--- config.mk ---
export PLATFORM = sky130hd
export DESIGN_NAME = rwcf_kernel
export DESIGN_NICKNAME = d
export VERILOG_FILES = /design/src/rtl/rwcf_pkg.sv /design/src/rtl/rwcf_kernel.sv
export SDC_FILE = /design/constraint.sdc
export NUM_CORES = 2
export LEC_CHECK = 0
export BUFFER_PORTS_ARGS = -buffer_cell sky130_fd_sc_hd__buf_2
export CORE_MARGIN = 5
export CORE_UTILIZATION = 50
export CTS_CLUSTER_SIZE = 16
export DETAILED_ROUTE_END_ITERATION = 7
export PLACE_DENSITY = 0.68
export SYNTH_ARGS = -nofsm -noshare
export SYNTH_HDL_FRONTEND = slang
export SYNTH_SLANG_ARGS = --single-unit
--- constraint.sdc ---
create_clock -name clk -period 34.2 [get_ports clk]
set_input_delay 3.42 -clock clk [delete_from_list [all_inputs] [get_ports clk]]
set_output_delay 3.42 -clock clk [all_outputs]
set_load 0.03 [all_outputs]
--- src/rtl/rwcf_pkg.sv ---
`default_nettype none
package rwcf_pkg;

  localparam int MAX_WIDTH_DEF  = 2048;
  localparam int MAX_HEIGHT_DEF = 2048;
  localparam int PIX_W          = 24;
  localparam int SUM_W          = 18;

  localparam logic [2:0]  MODE_RST   = 3'd0;
  localparam logic [11:0] WIDTH_RST  = 12'd640;
  localparam logic [11:0] HEIGHT_RST = 12'd480;

  typedef enum logic [2:0] {
    MODE_BOX    = 3'd0,
    MODE_GAUSS3 = 3'd1,
    MODE_GAUSS5 = 3'd2,
    MODE_SOBX   = 3'd3,
    MODE_SOBY   = 3'd4,
    MODE_GRAY   = 3'd5
  } mode_t;

  typedef enum logic [1:0] {
    REG_MODE   = 2'd0,
    REG_WIDTH  = 2'd1,
    REG_HEIGHT = 2'd2,
    REG_NONE   = 2'd3
  } reg_idx_t;

  // Window: first index is the row slot (0 newest row), second the column (0 newest).
  typedef logic [4:0][4:0][PIX_W-1:0] win_t;

  function automatic logic signed [7:0] wgt(mode_t m, int s, int j);
    logic signed [7:0] g3 [5];
    logic signed [7:0] g5 [5];
    logic signed [7:0] r;
    g3[0] = 8'sd1; g3[1] = 8'sd2; g3[2] = 8'sd1; g3[3] = 8'sd0; g3[4] = 8'sd0;
    g5[0] = 8'sd1; g5[1] = 8'sd4; g5[2] = 8'sd6; g5[3] = 8'sd4; g5[4] = 8'sd1;
    r = 8'sd0;
    case (m)
      MODE_BOX:    r = (s < 3 && j < 3) ? 8'sd1 : 8'sd0;
      MODE_GAUSS3: r = 8'(g3[s] * g3[j]);
      MODE_GAUSS5: r = 8'(g5[s] * g5[j]);
      MODE_SOBX:   r = (s < 3 && j < 3) ? 8'((1 - s) * g3[j]) : 8'sd0;
      MODE_SOBY:   r = (s < 3 && j < 3) ? 8'((1 - j) * g3[s]) : 8'sd0;
      default:     r = 8'sd0;
    endcase
    return r;
  endfunction

endpackage
`default_nettype wire

--- src/rtl/rwcf_kernel.sv ---
`default_nettype none
module rwcf_kernel (
  input  wire logic                          clk,
  input  wire logic                          adv,
  input  wire rwcf_pkg::mode_t               mode,
  input  wire rwcf_pkg::win_t                win,
  output logic [rwcf_pkg::PIX_W-1:0]         res
);

  localparam int SW = rwcf_pkg::SUM_W;

  logic signed [SW-1:0] rs_r   [5][3];
  logic signed [SW-1:0] rs_nxt [5][3];
  logic signed [SW-1:0] tot    [3];
  logic signed [SW+1:0] sob;
  logic [31:0]          boxp   [3];
  logic [7:0]           ch     [3];

  // Window taps with a zero weight are left out of the sum.
  always_comb begin
    logic signed [7:0] wv;
    wv = '0;
    for (int s = 0; s < 5; s++) begin
      for (int c = 0; c < 3; c++) begin
        rs_nxt[s][c] = '0;
        for (int j = 0; j < 5; j++) begin
          wv = rwcf_pkg::wgt(mode, s, j);
          if (wv != 8'sd0) begin
            rs_nxt[s][c] = rs_nxt[s][c] +
              SW'($signed({{(SW-8){wv[7]}}, wv}) *
                  $signed({{(SW-8){1'b0}}, win[s][j][c*8 +: 8]}));
          end
        end
      end
    end
  end

  always_ff @(posedge clk) begin
    if (adv) begin
      rs_r <= rs_nxt;
    end
  end

  always_comb begin
    for (int c = 0; c < 3; c++) begin
      tot[c] = rs_r[0][c] + rs_r[1][c] + rs_r[2][c] + rs_r[3][c] + rs_r[4][c];
      boxp[c] = 32'(unsigned'(tot[c])) * 32'd7282;
      case (mode)
        rwcf_pkg::MODE_BOX:    ch[c] = boxp[c][23:16];
        rwcf_pkg::MODE_GAUSS3: ch[c] = tot[c][11:4];
        default:               ch[c] = tot[c][15:8];
      endcase
    end
    sob = (SW+2)'(tot[0]) + (SW+2)'(tot[1]) + (SW+2)'(tot[2]);
    if (mode == rwcf_pkg::MODE_SOBX || mode == rwcf_pkg::MODE_SOBY) begin
      res = (sob >= (SW+2)'(387)) ? {3{8'hff}} : '0;
    end else begin
      res = {ch[2], ch[1], ch[0]};
    end
  end

endmodule
`default_nettype wire

=== Yosys cells after proc, flatten, opt, wreduce, memory -nomap -nowiden ===
Cells that the tools add are included.

* Register bits after elaboration: 270
* Word-level logic and storage cells: 289
* Output and inout port bits: 24
* Bits of input ports: 605

* Reduce and logical (&&, ||, !) cells: 23
* Equality and inequality tests: 4
* Multiplexer cells: 94
* $lt $le $gt $ge: 1
* $add $sub $neg: 74
* Multiply operators: 78

{| class="wikitable"
|+ Operators with widths
! operator !! number
|-
| two-way mux 18 bit || 75
|-
| multiplier 8 x 9 -> 17 bit || 27
|-
| adder 18 x 12 -> 18 bit || 24
|-
| adder 18 x 14 -> 18 bit || 18
|-
| multiplier 3 x 8 -> 11 bit || 24
|-
| multiplier 5 x 8 -> 13 bit || 18
|-
| adder 18 x 17 -> 18 bit || 12
|-
| adder 18 bit || 12
|-
| nonzero test 8 bit || 14
|-
| adder 18 x 10 -> 18 bit || 6
|-
| one-hot mux 8 bit (3 select lines) || 3
|-
| multiplier 18 x 12 -> 23 bit (second input constant) || 3
|-
| one-hot mux 8 bit (4 select lines) || 2
|-
| multiplier 1 x 8 -> 9 bit || 6
|-
| two-way mux 24 bit || 2
|-
| one-hot mux 8 bit (2 select lines) || 3
|-
| adder 19 x 18 -> 20 bit || 1
|-
| greater-or-equal comparator 20 x 10 -> 1 bit (second input constant) || 1
|-
| adder 18 x 18 -> 19 bit || 1
|-
| one-hot mux 3 bit (3 select lines) || 2
|-
| one-hot mux 5 bit (3 select lines) || 1
|-
| two-way mux 5 bit || 2
|-
| OR reduction 2 bit || 4
|-
| == test 3 x 2 -> 1 bit (second input constant) || 2
|-
| 8 further kinds || 11
|}

=== Depth between registers and ports, before layout ===
* Word-level depth: 13
* Depth in mapped cells: 59
* Depth with buffers taken out: 55

=== Worst setup path before layout ===
OpenSTA, ideal clock, no wires.

* Kind: input to register
* From: in mode[0]
* To: reg rs_r[120] in the netlist's numbering (data pin)
* Setup slack: 17.557 ns
* Arrival time: 16.376 ns
* Buffers on the path: 3
* Cell stages on the path: 54
* Path through: buf_2 > nor2b_1 > clkbuf_1 > nand2_1 > inv_1 > clkbuf_1 > nand2_1 > inv_1 > fa_1 > ha_1 > inv_1 > fa_1 > fa_1 > inv_1 > ha_1 > xor2_1 > nand2_1 > fa_1 > (+18 left out) > ha_1 > o21ai_0 > nor2_1 > o21a_1 > nor2_1 > xor2_1 > nor2_1 > ha_1 > a2111oi_0 > or2_2 > xnor2_1 > a21o_1 > ha_1 > and3_1 > a2111oi_0 > nor2_1 > xnor2_1 > o21ai_0

{| class="wikitable"
|+ RTL lines
! item !! RTL line !! RTL
|-
| start: declaration || rwcf_kernel.sv:5 || <nowiki>input wire rwcf_pkg::mode_t mode,</nowiki>
|-
| end signal: assignment || rwcf_kernel.sv:40 || <nowiki>rs_r <= rs_nxt;</nowiki>
|-
| end: declaration || rwcf_kernel.sv:12 || <nowiki>logic signed [SW-1:0] rs_r [5][3];</nowiki>
|}

==> results.cfg <==
[setup_path]
crit_top_cell = fa_1
crit_fanout = 37
endpoint_kind = flop
critPathArrivalTime_ps = 18680
cp-start-kind = primary input
slowest_stage = a2111oi_0
required_ps = 34520
path_class = primary input to flop
max_stage_delay_ps = 810

[floorplanning]
initial_core_util_pct = 50.3
coreArea_um2 = 188000
die_w_um = 445
fp.dieH_um = 445
ioPinCount = 629
die_area_um2 = 198000
rows = 159

[finish]
nNetsFinal = 14900
multiInputGateArea_um2 = 78600
reg_top3 = rs_r x246
finish.instance_area_um2 = 102000
largest_reg_flops = 246
syn_to_final_growth_pct = 7.65
seq_area_um2 = 7390
top_register = rs_r
drive_above_1_share_pct = 8.19
fillerInstances = 17600

[clocking]
path_clk_slew_ps = 80
cts_tree = done
cts_buffer_depth = 3
cts_resized = 0
h-tree-depth = 1
numCtsBuffers = 29
clockRootBuffer = clkbuf_16
cts_hold_buf = 0
post_cts.repair.setup_buffers = 0
cts_num_sinks = 246

[synthesis]
syn_area_um2 = 94500
synth_edf_count = 246
yosysSeqAreaShare_pct = 7.82
ys_types = 100
ys.flop_type = edfxtp_1
async_flop_share_pct = 0
ys_seq_elements = 246
yosysWarnings = 0
avgSynthCellArea_um2 = 8.68
synthCells = 10900

[global_routing]
grt_use_total_pct = 28.2
grt_overflow = 0
grt_max_degree = 164
antenna_found_initial = 96
grt_pass1_wl_um = 437000
first_global_vias = 77700

[drt]
detail_route.first_pass.iterations = 6
first_iter_violations = 5148
wl_per_cell_um = 20.4
totalWireLength_um = 284000
vias = 76500
viasPerCell = 5.49
antenna_left = 0
drcViolationCount = 0

[sta]
finalMaxSlewViolations = 0
fmax_mhz = 54.5
final_hold_viol_count = 0
finalSetupViolCount = 0
fin_crit_ps = 18360
max_slew_margin_pct = 19.1
tns_ps = 0
hold_ws_ps = 3300
worst_slew_pin_slew_ps = 1200
grt_setup_unrepaired = false
finalCritPeriodShare_pct = 53.7

[run]
maxCapViolations = 0

[place]
post_dp_cell_area_um2 = 100000
dp_hpwl_um = 248000
port_buffers = 628
place_congestion = 0.980

[min_path]
hold_class = primary input to flop

[run_status]
status = complete, no violations
metrics by stage:
step	std cells	setup slack, ps	util (%)
4_1_cts	13900	15820	54.1
5_1_grt	13900	14780	54.1
2_1_floorplan	10900	17560	-
3_3_place_gp	13800	15260	53.5
3_5_place_dp	13800	15230	53.5
6_report	13900	15840	54.1
synth_stat cells, types with 37 or more instances:
library cell     n  share of area (%)
edfxtp_1       246                7.8
inv_1         1989                7.9
nor2_1         533                2.1
mux2i_1         37               0.39
fa_1          1129                 24
nor2b_1        169                1.1
clkbuf_1       227               0.90
nor3_1         167               0.88
or3_1           48               0.32
xor2_1         241                2.2
nand3_1         70               0.37
o21ai_0        342                1.8
xnor2_1        502                4.7
o21a_1          71               0.56
nand2b_1        96               0.64
nand2_1        734                2.9
or2_2           95               0.63
ha_1          1839                 24
o21bai_1       172                1.4
a21o_1         222                1.8
and2_1         666                4.4
and3_1         175                1.2
a21oi_1        525                2.8
cell usage in the layout (no fill, tap or decap), drive strengths merged, types with 49 or more instances in the layout:
master and instances:
buf 710, nor2b 169, fa 1129, nand2 734, nand3 70, xnor2 502, ha 1839, or3 49
nand2b 96, o21bai 172, nor3 170, and3 175, edfxtp 246, a21oi 528, nor2 535, diode 56
and2 666, inv 1994, or2 95, o21a 71, o21ai 363, a21o 222, xor2 242
worst paths after layout:
check	from	end	slack [ps]	depth (start not counted)
max	mode[0]	rs_r[122]	15840	54
min	adv	rs_r[36]	3300	1
worst max-delay path, delay by kind of cell:
kind / cells / cell delay [ps]
fa+ha+maj: 19 / 8320
xor+xnor: 4 / 550
buf+inv: 12 / 2310
compound gates: 8 / 2470
simple gates: 11 / 1520
area by class of cell:
class / instances / area share [%]
inverter: 1992 / 7.36
antenna: 56 / 0.138
multi-input combinational: 8381 / 77.3
tap: 2495 / 3.07
clock inverter: 24 / 0.358
clock buffer: 30 / 0.717
sequential: 246 / 7.26
timing repair buffer: 710 / 3.78
cells by family after synthesis:
| family | Yosys count | share of synthesized area (%) |
|---|---|---|
| compound gates | 1742 | 11.8 |
| xor+xnor | 744 | 6.91 |
| fa+ha+maj | 2970 | 48.3 |
| buf+inv | 2264 | 9.07 |
| flops | 246 | 7.82 |
| mux | 55 | 0.607 |
| other cells | 1 | 0.00397 |
| simple gates | 2864 | 15.5 |
routing by layer:
layer / track usage [%] / wire length, um / up-vias
met5: 0 / 246 / -
met1: 37.3 / 121000 / 37100
met2: 45.1 / 126000 / 2184
met3: 4.24 / 18400 / 533
met4: 14.6 / 18200 / 40
li1: - / - / 36700
Power is not shown: default switching activity piles up to over one toggle a cycle in this logic, so the estimate is an artifact.
